--- src/hw/rtl/binary_min_heap_priority_queue_unit_assert.svh ---
// Assertion shorthands for the heap queue RTL (used by bmhpq_seq).
// Each one expects signals clk and rst_n in the scope where it is used.
`ifndef BINARY_MIN_HEAP_PRIORITY_QUEUE_UNIT_ASSERT_SVH
`define BINARY_MIN_HEAP_PRIORITY_QUEUE_UNIT_ASSERT_SVH

// Same-cycle implication.
`define BMHPQ_ASSERT_NOW(lbl, ante, cons, msg) \
  lbl: assert property (@(posedge clk) disable iff (!rst_n) (ante) |-> (cons)) \
    else $error(msg);

// Next-cycle implication.
`define BMHPQ_ASSERT_NEXT(lbl, ante, cons, msg) \
  lbl: assert property (@(posedge clk) disable iff (!rst_n) (ante) |=> (cons)) \
    else $error(msg);

`endif

--- src/hw/rtl/bmhpq_pkg.sv ---
package bmhpq_pkg;

  localparam int KEY_W = 32;

  typedef enum logic {
    OP_PUSH = 1'b0,
    OP_POP  = 1'b1
  } opcode_t;

  typedef enum logic [1:0] {
    ST_OK    = 2'd0,
    ST_EMPTY = 2'd1,
    ST_FULL  = 2'd2
  } status_t;

  typedef struct packed {
    logic signed [KEY_W-1:0] key;
    status_t                 status;
  } rsp_t;

endpackage

--- src/hw/rtl/bmhpq_seq.sv ---
`include "binary_min_heap_priority_queue_unit_assert.svh"

module bmhpq_seq
  import bmhpq_pkg::*;
#(
  parameter int CAPACITY = 1024,
  localparam int CNT_W = $clog2(CAPACITY + 1),
  localparam int AW = $clog2(CAPACITY)
) (
  input  logic                    clk,
  input  logic                    rst_n,
  input  logic                    req_valid,
  output logic                    req_ready,
  input  opcode_t                 req_op,
  input  logic signed [KEY_W-1:0] req_key,
  output logic                    rsp_valid,
  input  logic                    rsp_ready,
  output rsp_t                    rsp,
  output logic [CNT_W-1:0]        rsp_count,
  output logic                    mem_we,
  output logic [AW-1:0]           mem_waddr,
  output logic [KEY_W-1:0]        mem_wdata,
  output logic                    mem_re,
  output logic [AW-1:0]           mem_raddr,
  input  logic [KEY_W-1:0]        mem_rdata
);

  // Slot arithmetic is one-based and wide enough for a grandchild index.
  localparam int SW = CNT_W + 2;
  localparam logic [CNT_W-1:0] CAP_C = CNT_W'(CAPACITY);

  typedef enum logic [3:0] {
    S_IDLE,
    S_UP_CMP,
    S_UP_FIN,
    S_POP_TOP,
    S_POP_LAST,
    S_DN_L,
    S_DN_R,
    S_DN_FIN,
    S_RESP
  } state_t;

  state_t                  state_r, state_nxt;
  logic [CNT_W-1:0]        count_r, count_nxt;
  logic [CNT_W-1:0]        pos_r, pos_nxt;
  logic signed [KEY_W-1:0] key_r, key_nxt;
  logic signed [KEY_W-1:0] top_r, top_nxt;
  logic signed [KEY_W-1:0] lval_r, lval_nxt;
  logic                    lgo_r, lgo_nxt;
  status_t                 status_r, status_nxt;

  logic signed [KEY_W-1:0] rd_key;
  logic [SW-1:0]           pos_s, cnt_s, par_s, l_s, r_s, nxt_s, nxt_child_s, new_cnt_s;
  logic                    rgo, take_r;

  function automatic logic [AW-1:0] slot_addr(input logic [SW-1:0] slot);
    logic [SW-1:0] a;
    a = slot - SW'(1);
    return a[AW-1:0];
  endfunction

  assign rd_key      = $signed(mem_rdata);
  assign pos_s       = SW'(pos_r);
  assign cnt_s       = SW'(count_r);
  assign par_s       = pos_s >> 1;
  assign l_s         = pos_s << 1;
  assign r_s         = l_s | SW'(1);
  assign new_cnt_s   = cnt_s + SW'(1);
  assign rgo         = key_r > rd_key;
  // Prefer the right child unless the left one is strictly smaller.
  assign take_r      = rgo && !(lgo_r && (rd_key > lval_r));
  assign nxt_s       = take_r ? r_s : l_s;
  assign nxt_child_s = nxt_s << 1;

  always_comb begin
    state_nxt  = state_r;
    count_nxt  = count_r;
    pos_nxt    = pos_r;
    key_nxt    = key_r;
    top_nxt    = top_r;
    lval_nxt   = lval_r;
    lgo_nxt    = lgo_r;
    status_nxt = status_r;
    mem_we     = 1'b0;
    mem_waddr  = slot_addr(pos_s);
    mem_wdata  = key_r;
    mem_re     = 1'b0;
    mem_raddr  = slot_addr(SW'(1));

    case (state_r)
      S_IDLE: begin
        if (req_valid) begin
          key_nxt    = req_key;
          top_nxt    = '0;
          status_nxt = ST_OK;
          if (req_op == OP_PUSH) begin
            if (count_r == CAP_C) begin
              status_nxt = ST_FULL;
              state_nxt  = S_RESP;
            end else begin
              pos_nxt   = new_cnt_s[CNT_W-1:0];
              count_nxt = new_cnt_s[CNT_W-1:0];
              if (count_r != '0) begin
                mem_re    = 1'b1;
                mem_raddr = slot_addr(new_cnt_s >> 1);
                state_nxt = S_UP_CMP;
              end else begin
                state_nxt = S_UP_FIN;
              end
            end
          end else begin
            if (count_r == '0) begin
              status_nxt = ST_EMPTY;
              state_nxt  = S_RESP;
            end else begin
              mem_re    = 1'b1;
              mem_raddr = slot_addr(SW'(1));
              state_nxt = S_POP_TOP;
            end
          end
        end
      end
      S_UP_CMP: begin
        mem_we = 1'b1;
        if (rd_key > key_r) begin
          // Pull the parent down into the hole and climb.
          mem_wdata = mem_rdata;
          pos_nxt   = par_s[CNT_W-1:0];
          if (par_s > SW'(1)) begin
            mem_re    = 1'b1;
            mem_raddr = slot_addr(par_s >> 1);
          end else begin
            state_nxt = S_UP_FIN;
          end
        end else begin
          state_nxt = S_RESP;
        end
      end
      S_UP_FIN: begin
        mem_we    = 1'b1;
        state_nxt = S_RESP;
      end
      S_POP_TOP: begin
        top_nxt   = rd_key;
        mem_re    = 1'b1;
        mem_raddr = slot_addr(cnt_s);
        state_nxt = S_POP_LAST;
      end
      S_POP_LAST: begin
        key_nxt   = rd_key;
        count_nxt = count_r - CNT_W'(1);
        pos_nxt   = CNT_W'(1);
        if (cnt_s > SW'(2)) begin
          mem_re    = 1'b1;
          mem_raddr = slot_addr(SW'(2));
          state_nxt = S_DN_L;
        end else begin
          state_nxt = S_DN_FIN;
        end
      end
      S_DN_L: begin
        lval_nxt = rd_key;
        lgo_nxt  = key_r > rd_key;
        if (r_s <= cnt_s) begin
          mem_re    = 1'b1;
          mem_raddr = slot_addr(r_s);
          state_nxt = S_DN_R;
        end else if (key_r > rd_key) begin
          // Only a left child, and it is smaller: it moves up and the key takes its slot.
          mem_we    = 1'b1;
          mem_wdata = mem_rdata;
          pos_nxt   = l_s[CNT_W-1:0];
          state_nxt = S_DN_FIN;
        end else begin
          mem_we    = 1'b1;
          state_nxt = S_RESP;
        end
      end
      S_DN_R: begin
        mem_we = 1'b1;
        if (!lgo_r && !rgo) begin
          state_nxt = S_RESP;
        end else begin
          mem_wdata = take_r ? mem_rdata : lval_r;
          pos_nxt   = nxt_s[CNT_W-1:0];
          if (nxt_child_s <= cnt_s) begin
            mem_re    = 1'b1;
            mem_raddr = slot_addr(nxt_child_s);
            state_nxt = S_DN_L;
          end else begin
            state_nxt = S_DN_FIN;
          end
        end
      end
      S_DN_FIN: begin
        mem_we    = 1'b1;
        state_nxt = S_RESP;
      end
      S_RESP: begin
        if (rsp_ready) begin
          state_nxt = S_IDLE;
        end
      end
      default: begin
        state_nxt = S_IDLE;
      end
    endcase
  end

  always_ff @(posedge clk) begin
    pos_r    <= pos_nxt;
    key_r    <= key_nxt;
    top_r    <= top_nxt;
    lval_r   <= lval_nxt;
    lgo_r    <= lgo_nxt;
    status_r <= status_nxt;
    if (!rst_n) begin
      state_r <= S_IDLE;
      count_r <= '0;
    end else begin
      state_r <= state_nxt;
      count_r <= count_nxt;
    end
  end

  assign req_ready  = (state_r == S_IDLE);
  assign rsp_valid  = (state_r == S_RESP);
  assign rsp.key    = top_r;
  assign rsp.status = status_r;
  assign rsp_count  = count_r;

  `BMHPQ_ASSERT_NOW(a_no_rw_collide, mem_we && mem_re, mem_waddr != mem_raddr, "read and write hit the same slot")
  `BMHPQ_ASSERT_NOW(a_count_bound, 1'b1, count_r <= CAP_C, "element count above capacity")
  `BMHPQ_ASSERT_NOW(a_full_flag, rsp_valid && (rsp.status == ST_FULL), count_r == CAP_C, "full status while not full")
  `BMHPQ_ASSERT_NEXT(a_push_count, req_valid && req_ready && (req_op == OP_PUSH) && (count_r != CAP_C), count_r == $past(count_r) + CNT_W'(1), "push did not grow the heap")

endmodule

--- config.mk ---
export PLATFORM = sky130hd
export DESIGN_NAME = bmhpq_seq
export DESIGN_NICKNAME = d
export VERILOG_FILES = /design/src/hw/rtl/bmhpq_pkg.sv /design/src/hw/rtl/bmhpq_seq.sv
export VERILOG_INCLUDE_DIRS = /design/src /design/src/hw/rtl
export SDC_FILE = /design/constraint.sdc
export NUM_CORES = 1
export LEC_CHECK = 0
export BUFFER_PORTS_ARGS = -buffer_cell sky130_fd_sc_hd__buf_2
export CAP_MARGIN = 20
export CORE_ASPECT_RATIO = 1.2
export CORE_UTILIZATION = 35
export DETAILED_ROUTE_END_ITERATION = 6
export PLACE_DENSITY = 0.58
export SLEW_MARGIN = 10
export SYNTH_ARGS = -nofsm -noshare
export SYNTH_HDL_FRONTEND = slang
export SYNTH_SLANG_ARGS = --single-unit
--- constraint.sdc ---
create_clock -name clk -period 6.2 [get_ports clk]
set_input_delay 1.24 -clock clk [delete_from_list [all_inputs] [get_ports clk]]
set_output_delay 1.24 -clock clk [all_outputs]
set_load 0.02 [all_outputs]
# Yosys cells after proc, flatten, opt, wreduce, memory -nomap -nowiden

Index checks and enable logic that the tools add are counted.

Flip-flop bits (word level): 125
Word-level logic and storage cells: 123

Add/sub/neg operators: 8
Order comparisons: 7
Equal/unequal tests: 18
Mux-type cells: 62
Reductions and logical operators: 20

Operators by type and width:

| operator                                                       | number |
|---|---|
| two-way mux 32 bit                                             | 7 |
| one-hot mux 32 bit (2 select lines)                            | 2 |
| greater-than comparator 32 bit                                 | 3 |
| one-hot mux 32 bit (3 select lines)                            | 1 |
| two-way mux 10 bit                                             | 9 |
| two-way mux 11 bit                                             | 7 |
| one-hot mux 10 bit (6 select lines)                            | 1 |
| one-hot mux 11 bit (5 select lines)                            | 1 |
| subtractor 10 x 1 -> 10 bit, second input constant             | 5 |
| two-way mux 4 bit                                              | 10 |
| one-hot mux 4 bit (8 select lines)                             | 1 |
| one-hot mux 11 bit (2 select lines)                            | 1 |
| == test 4 x 3 -> 1 bit, second input constant                  | 4 |
| two-way mux 1 bit                                              | 15 |
| != test 2 bit, second input constant                           | 7 |
| less-or-equal comparator 13 x 11 -> 1 bit                      | 1 |
| less-or-equal comparator 12 x 11 -> 1 bit                      | 1 |
| adder 11 x 1 -> 11 bit, second input constant                  | 1 |
| == test 11 bit, second input constant                          | 1 |
| greater-than comparator 11 x 2 -> 1 bit, second input constant | 1 |
| logical NOT 11 bit                                             | 1 |
| nonzero test 11 bit                                            | 1 |
| subtractor 11 x 1 -> 11 bit, second input constant             | 1 |
| greater-than comparator 10 x 1 -> 1 bit, second input constant | 1 |
| other kinds (20)                                               | 32 |

# Logic depth before layout (Yosys ltp)

Gate-level depths: netlist of run 1.

Depth after elaboration: 9
Mapped depth: 19
Gate-level depth less buffers: 18

# Worst setup path after synthesis of run 1

No wires, ideal clock.

Kind: input to output
Start: input port mem_rdata[29]
End: output port mem_raddr[4]
Arrival: 4821 ps
Path slack: 139 ps
Stages on the path: 18
Path buffers: 0
Cells stage by stage: inv_1 > ha_1 > a21o_1 > a21o_1 > a221o_1 > o21a_1 > or3_4 > o211ai_4 > inv_4 > ha_1 > a21o_1 > a21oi_1 > o21ai_0 > a21oi_1 > o211ai_1 > a21oi_1 > inv_1 > o311ai_1

Word-level cells in the longest chain between the ends: 9
Elaborated cells between the ends (all ways): 15

RTL lines:

| element                                                                                         | line                              | source |
|---|---|---|
| from (decl)                                                                                     | bmhpq_seq.sv:25                   | `input logic [KEY_W-1:0] mem_rdata` |
| greater-than comparator 32 bit                                                                  | bmhpq_seq.sv:72                   | `assign take_r = rgo && !(lgo_r && (rd_key > lval_r));` |
| logical AND 1 bit                                                                               | bmhpq_seq.sv:72                   |  |
| logical NOT 1 bit                                                                               | bmhpq_seq.sv:72                   |  |
| logical AND 1 bit                                                                               | bmhpq_seq.sv:72                   |  |
| two-way mux 1 bit                                                                               | bmhpq_seq.sv:73                   | `assign nxt_s = take_r ? r_s : l_s;` |
| less-or-equal comparator 13 x 11 -> 1 bit / subtractor 10 x 1 -> 10 bit (equally long branches) | bmhpq_seq.sv:187, bmhpq_seq.sv:59 |  |
| two-way mux 10 bit                                                                              | bmhpq_seq.sv:187                  | `if (nxt_child_s <= cnt_s) begin` |
| two-way mux 10 bit                                                                              | bmhpq_seq.sv:182                  | `if (!lgo_r && !rgo) begin` |
| one-hot mux 10 bit (6 select lines) *                                                           | bmhpq_seq.sv:91                   | `case (state_r)` |
| to (decl)                                                                                       | bmhpq_seq.sv:24                   | `output logic [AW-1:0] mem_raddr,` |

Mark *: on every way between the ends. The rest lies on a longest branch, timed or not.

# Worst setup path after layout of run 1

Same ends and word-level chain as after synthesis.

==> impl_results.md, run 1 <==
* Clock buffer count from CTS at 17
* Cell taking the most area after synthesis: edfxtp_1
* CTS Buffer Depth at 2
* Main synth FF type: edfxtp_1
* Congestion Overflow GR at 0
* Worst Path Max Fanout at 5
* RSZ-0062 raised after global routing: yes
* Initial Utilization at 35.9%
* Synthesis-stage register bit count at 125
* Final worst slack at 0.172 ns
* Layout Skew at 0.0139 ns
* Register-to-register setup slack at 2.88 ns
* Leading cell type in the layout, fill and taps excluded: buf_2
* TritonCTS clock tree: yes
* FP Rows at 64
* Setup CP Type: in -> out
* Clock latency on the worst-skew pair at 0.43 ns
* Post-synth EDFFs at 110
* Avg Cell Area, Syn at 9.13 um2
* Worst min-delay path category: reg -> reg
* Status: finished clean
* Synth Instances at 1015
* Post-synth top area share at 35.6%
* Pin count of the biggest net entering global routing at 78
* I/O pin total at 170
* Crit-path cells: buf_4, inv_4, ha_4, a21o_1, a21o_1, a221o_1, o21a_1, or3_4, o211ai_4, inv_4, ha_4, nand2_1, o32ai_1, o211ai_1, a21oi_2, buf_6, nand4_1, o311ai_2, buf_4
* Routed len/inst at 19.1 um
* Worst Tran Pin Value at 1.01 ns
* Leak at 5.03 nW
* Antenna violations before repair at 0
* Hold depth at 2
* Max VDD drop at 0.209 mV
* Synth top area cells: edfxtp_1, ha_1, nand2_1
* Via count at 8293
* First-pass GRT wire length at 45200 um
* Drt pass-1 iters at 7
* Final Hold Viols at 0
* Vias in the first global route at 8117
* Reg area at 3600 um2
* R2R cell count at 10
* Mapped Nets at 1175
* Die width at 151 um
* Delay of the slowest cell on the worst path at 0.40 ns
* Slowest CP cell: or3_4
* CTS Sinks at 125
* WP data arrival at 4.79 ns
* Max-cap violation count at 0
* Slew Viols, Final at 0
* # DRC at 0
* FILL cells at 2516
* Commonest non-fill, non-tap cells in the layout: buf_2, nand2_1, edfxtp_1, inv_1, nor2_1
* Setup Viol. Count Final at 0
* CP Data Required Time at 4.96 ns
* Pwr Total at 4.94 mW
* Synthesis-to-finish area growth at 28.7%
* FMAX at 166 MHz
* Final Net Count at 1365
* Detail Placement HPWL at 21500 um
* Die Area at 27100 um2
* Vias per cell at 5.36
* Crit start category: input pin
* Core box area at 25800 um2
* Worst path depth at 19
* Warnings from Yosys at 0
* Port Buf Inserts at 169
* Gr usage total at 21.8%
* Critical path endpoint category: output pin
* CP top delay family: compound AO/OA/AOI/OAI gates
* Distinct cells, synth at 71
* Sequential area share after synthesis at 38.9%
* Area of the multi-input gates at 5420 um2
* Final critical-path required period at 6.03 ns
* Antenna diodes at 0
* Pwr Density at 414 nW/um2
* Layout cells sized above 1 at 29.6%
* Post-route ant nets at 0
* Synthesized area at 9270 um2
* Pre-CTS setup slack at -0.0214 ns
* Drt initial violations at 476
* CTS root buf: clkbuf_16
* Final Wtd Congestion at 0.900
* Final period utilization at 97.2%
* CTS clk-pin slew, worst paths at 0.05 ns
* H-Tree Depth at 4
* Die Ht at 180 um
* Rel. slew slack at 32.4%
* Total Wirelength at 29500 um
* FFs w/ async S/R, synth at 0%
* WP buf/inv at 5
## final cells by class
| class | count | share of cell area (%) |
|---|---|---|
| flip-flops and latches | 125 | 30.2 |
| repair buffers | 227 | 11.4 |
| multi-input cells | 712 | 45.4 |
| clock buffers | 20 | 3.66 |
| well taps | 330 | 3.46 |
| clock inverters | 12 | 1.83 |
| inverters | 122 | 3.97 |
## layer usage
metal / up-vias / track usage, % / part of all wire [%]
met5: - / 0 / 0
met4: 0 / 7.52 / 2.0
met3: 39 / 3.37 / 5.0
met2: 253 / 38.5 / 51
met1: 3949 / 26.6 / 42
li1: 4052 / - / -
## registers in the layout, summed over array words and instances, names as in the netlist
signal / flops
top_r: 32
lgo_r: 1
state_r: 4
status_r: 2
lval_r: 32
key_r: 32
pos_r: 11
rsp_count: 11
## power by group
group / leakage [nW] / switching, mW / total (mW) / internal [mW]
sequential: 1.17 / 0.225 / 1.42 / 1.20
combinational: 3.55 / 1.48 / 2.39 / 0.903
clock: 0.312 / 0.384 / 1.14 / 0.751
total: 5.03 / 2.09 / 4.94 / 2.85
## timing repair
action	CTS	global route
buffers inserted	0	6
pin swaps	0	33
resized for setup	1	97
cloned	0	1
hold buffers	0	0
setup endpoints to repair	3	11
## through the flow
| stage | TNS (ns) | cell area, um2 | std cells | hold WS, ns | utilization, % |
|---|---|---|---|---|---|
| after global placement | 0 | 10700 | 1509 | 0.604 | 41.5 |
| final | 0 | 11900 | 1548 | 0.613 | 46.3 |
| after detailed placement | -0.0519 | 10700 | 1509 | 0.603 | 41.5 |
| after floorplan | 0 | 9270 | 1015 | 0.619 | - |
| after global routing | -0.185 | 11900 | 1548 | 0.642 | 46.3 |
| after CTS | 0 | 11400 | 1541 | 0.613 | 44.1 |
## path summary, 6_finish.rpt
path | from | end
worst max-delay path | mem_rdata[29] | mem_raddr[4]
worst min-delay path | rsp_count[9] | rsp_count[9]
worst max register to register | key_r[15] | state_r[3]
worst min register to register | rsp_count[9] | rsp_count[9]
## cell families after synthesis
group	synth area share [%]
buffers and inverters	7.57
AND/OR/NAND/NOR	15.8
AO/OA/AOI/OAI	20.7
adder cells (fa/ha/maj)	12.3
flip-flops	38.9
multiplexers	0.108
XOR/XNOR	4.63
## synth_stat cells (15+ instances only)
cell and instances:
nand3_1 18, nand2_1 122, ha_1 91, dfxtp_1 15, o221ai_2 30, a21oi_1 50, inv_1 121, edfxtp_1 110
clkbuf_1 44, o21ai_0 63, nand4_1 21, nor3_1 18, xnor2_1 38, nor2_1 76
## worst register-to-register path: stages, from the launching register on
cell and delay [ns]:
edfxtp_1 0.41, ha_1 0.33, nand4_1 0.21, nor2_1 0.08, o2bb2ai_1 0.12, o31a_2 0.36, buf_4 0.16, or4b_1 0.75
or2_1 0.51, nand2b_1 0.20, o21ai_1 0.08
(Power assumes the default switching activity.)
==> inputs of run 2 (changes only) <==
--- a/config.mk
+++ b/config.mk
@@ -9,9 +9,9 @@
 export BUFFER_PORTS_ARGS = -buffer_cell sky130_fd_sc_hd__buf_2
 export CAP_MARGIN = 20
 export CORE_ASPECT_RATIO = 1.2
-export CORE_UTILIZATION = 35
+export CORE_UTILIZATION = 55
 export DETAILED_ROUTE_END_ITERATION = 6
-export PLACE_DENSITY = 0.58
+export PLACE_DENSITY = 0.83
 export SLEW_MARGIN = 10
 export SYNTH_ARGS = -nofsm -noshare
 export SYNTH_HDL_FRONTEND = slang
==> run 2 against run 1 <==
  * Clock skew fell by 0.0022 ns
  * Combinational power about the same
  * Clock power is 5% lower
  * The run now ends with design-rule violations, negative setup slack left
  * Critical path depth rose by 2
  * Worst hold slack better by 0.0098 ns
  * Global-route usage is 11 points higher
  * Sequential power about the same
  * Utilization is 25 points higher
  * Via count grew 9.2%
  * Total power fell by 0.97%
  * Routed wire length up 2.5%
  * Die area is 36% lower
  * Largest power group unchanged
==> impl_results.md, run 2 (synthesis gave the netlist of run 1 again) <==
* Critical path endpoint category: output pin
* Commonest non-fill, non-tap cells in the layout: buf_2, nand2_1, inv_1, edfxtp_1, nor2_1
* Clock latency on the worst-skew pair at 0.43 ns
* Final critical-path required period at 6.29 ns
* Die width at 121 um
* Congestion Overflow GR at 0
* Final worst slack at -0.0940 ns
* Utilization after layout at 70.8%
* Worst Tran Pin Value at 1.08 ns
* Detail Placement HPWL at 20100 um
* Synthesis-to-finish area growth at 24.7%
* Routed len/inst at 21.3 um
* Setup CP Type: in -> out
* Slew Viols, Final at 0
* Pwr Total at 4.89 mW
* Setup TNS at -0.424 ns
* # hold bufs at CTS at 0
* Pwr Density at 423 nW/um2
* Layout cells sized above 1 at 27.9%
* Post-route ant nets at 0
* Pre-CTS setup slack at 0.00865 ns
* Total Wirelength at 30300 um
* Final period utilization at 102%
* WHS at 0.623 ns
* Max VDD drop at 0.297 mV
* Top Registers: key_r x32, lval_r x32, top_r x32
* Status: finished with violations
* First-pass GRT wire length at 43800 um
* Initial Utilization at 56.7%
* CP Data Required Time at 4.96 ns
* Leading cell type in the layout, fill and taps excluded: buf_2
* Drt pass-1 iters at 7
* Die Area at 17400 um2
* Final Hold Viols at 0
* Rel. slew slack at 28.2%
* Gr usage total at 32.8%
* H-Tree Depth at 4
* FMAX at 159 MHz
* CTS Buffer Depth at 2
* Final Net Count at 1356
* WP data arrival at 5.05 ns
* Final instance area at 11600 um2
* Clock buffer count from CTS at 17
* CTS clk-pin slew, worst paths at 0.06 ns
* Crit-path cells: buf_2, inv_2, ha_4, a21o_1, a21o_1, a221o_1, o21a_1, or3_4, o211ai_4, inv_4, ha_1, a21o_1, a21oi_2, o21ai_2, a21oi_2, o211ai_1, a21oi_2, buf_6, nand4_1, o311ai_2, buf_4
* Slowest CP cell: or3_4
* CTS Sinks at 125
* Layout Skew at 0.0117 ns
* Core box area at 16300 um2
* Leak at 4.95 nW
* TritonCTS clock tree: yes
* Via count at 9060
* Vias per cell at 6.37
* Worst min-delay path category: reg -> reg
* Vias in the first global route at 8693
* DP Area at 10500 um2
* FILL cells at 1200
* Worst Path Max Fanout at 6
* Drt initial violations at 1020
* # DRC at 1
* WP buf/inv at 5
* Port Buf Inserts at 169
* Failing checks: design-rule violations, negative setup slack
* Final Wtd Congestion at 1.01
* Final Non-Filler Cells at 1422
* FP Rows at 51
* Setup Viol. Count Final at 9
* Max-cap violation count at 0
* Pin count of the biggest net entering global routing at 78
* CP top delay family: compound AO/OA/AOI/OAI gates
* Die Ht at 144 um
* CTS root buf: clkbuf_16
* Delay of the slowest cell on the worst path at 0.42 ns
* Dpl cells at 1376
* Antenna violations before repair at 1
* I/O pin total at 170
* Crit start category: input pin
## run 2: area by class of cell
class	count	area [um2]	area share [%]
clock buffer	18	429	3.71
timing repair buffer	217	1250	10.8
tap	212	265	2.29
antenna	1	2.50	0.0216
clock inverter	14	194	1.68
sequential	125	3600	31.2
multi-input combinational	713	5350	46.3
inverter	122	460	3.98
## run 2: report_power, final
part	switching, mW	internal (mW)	leakage (nW)
clock	0.404	0.674	0.300
sequential	0.222	1.20	1.17
combinational	1.51	0.892	3.48
total	2.13	2.76	4.95
## run 2: final timing paths
check / slack (ns) / startpoint / end / depth (start not counted)
max reg2reg: 2.57 / rsp_count[3] / pos_r[0] / 9
min: 0.62 / rsp_count[9] / rsp_count[9] / 2
max: -0.09 / mem_rdata[29] / mem_raddr[4] / 21
min reg2reg: 0.62 / rsp_count[9] / rsp_count[9] / 2
## run 2: routing by layer
| layer | part of all wire [%] | wire (um) | vias to the layer above | global-route usage (%) |
|---|---|---|---|---|
| li1 | - | - | 4034 | - |
| met1 | 35 | 10600 | 4259 | 36.5 |
| met2 | 50 | 15100 | 599 | 58.8 |
| met3 | 8.7 | 2640 | 168 | 5.24 |
| met4 | 6.3 | 1910 | 0 | 19.7 |
| met5 | 0 | 0 | - | 0 |
## run 2: timing repair
action,CTS,global route
gates resized for setup,8,53
gates cloned,1,1
endpoints found under the setup margin,3,20
buffers inserted,2,9
pin swaps,2,22
## run 2: tightest hold or removal path, stage by stage, from the launching register on
cell	delay [ns]
dfxtp_1	0.38
a21oi_1	0.15
nor2_1	0.05
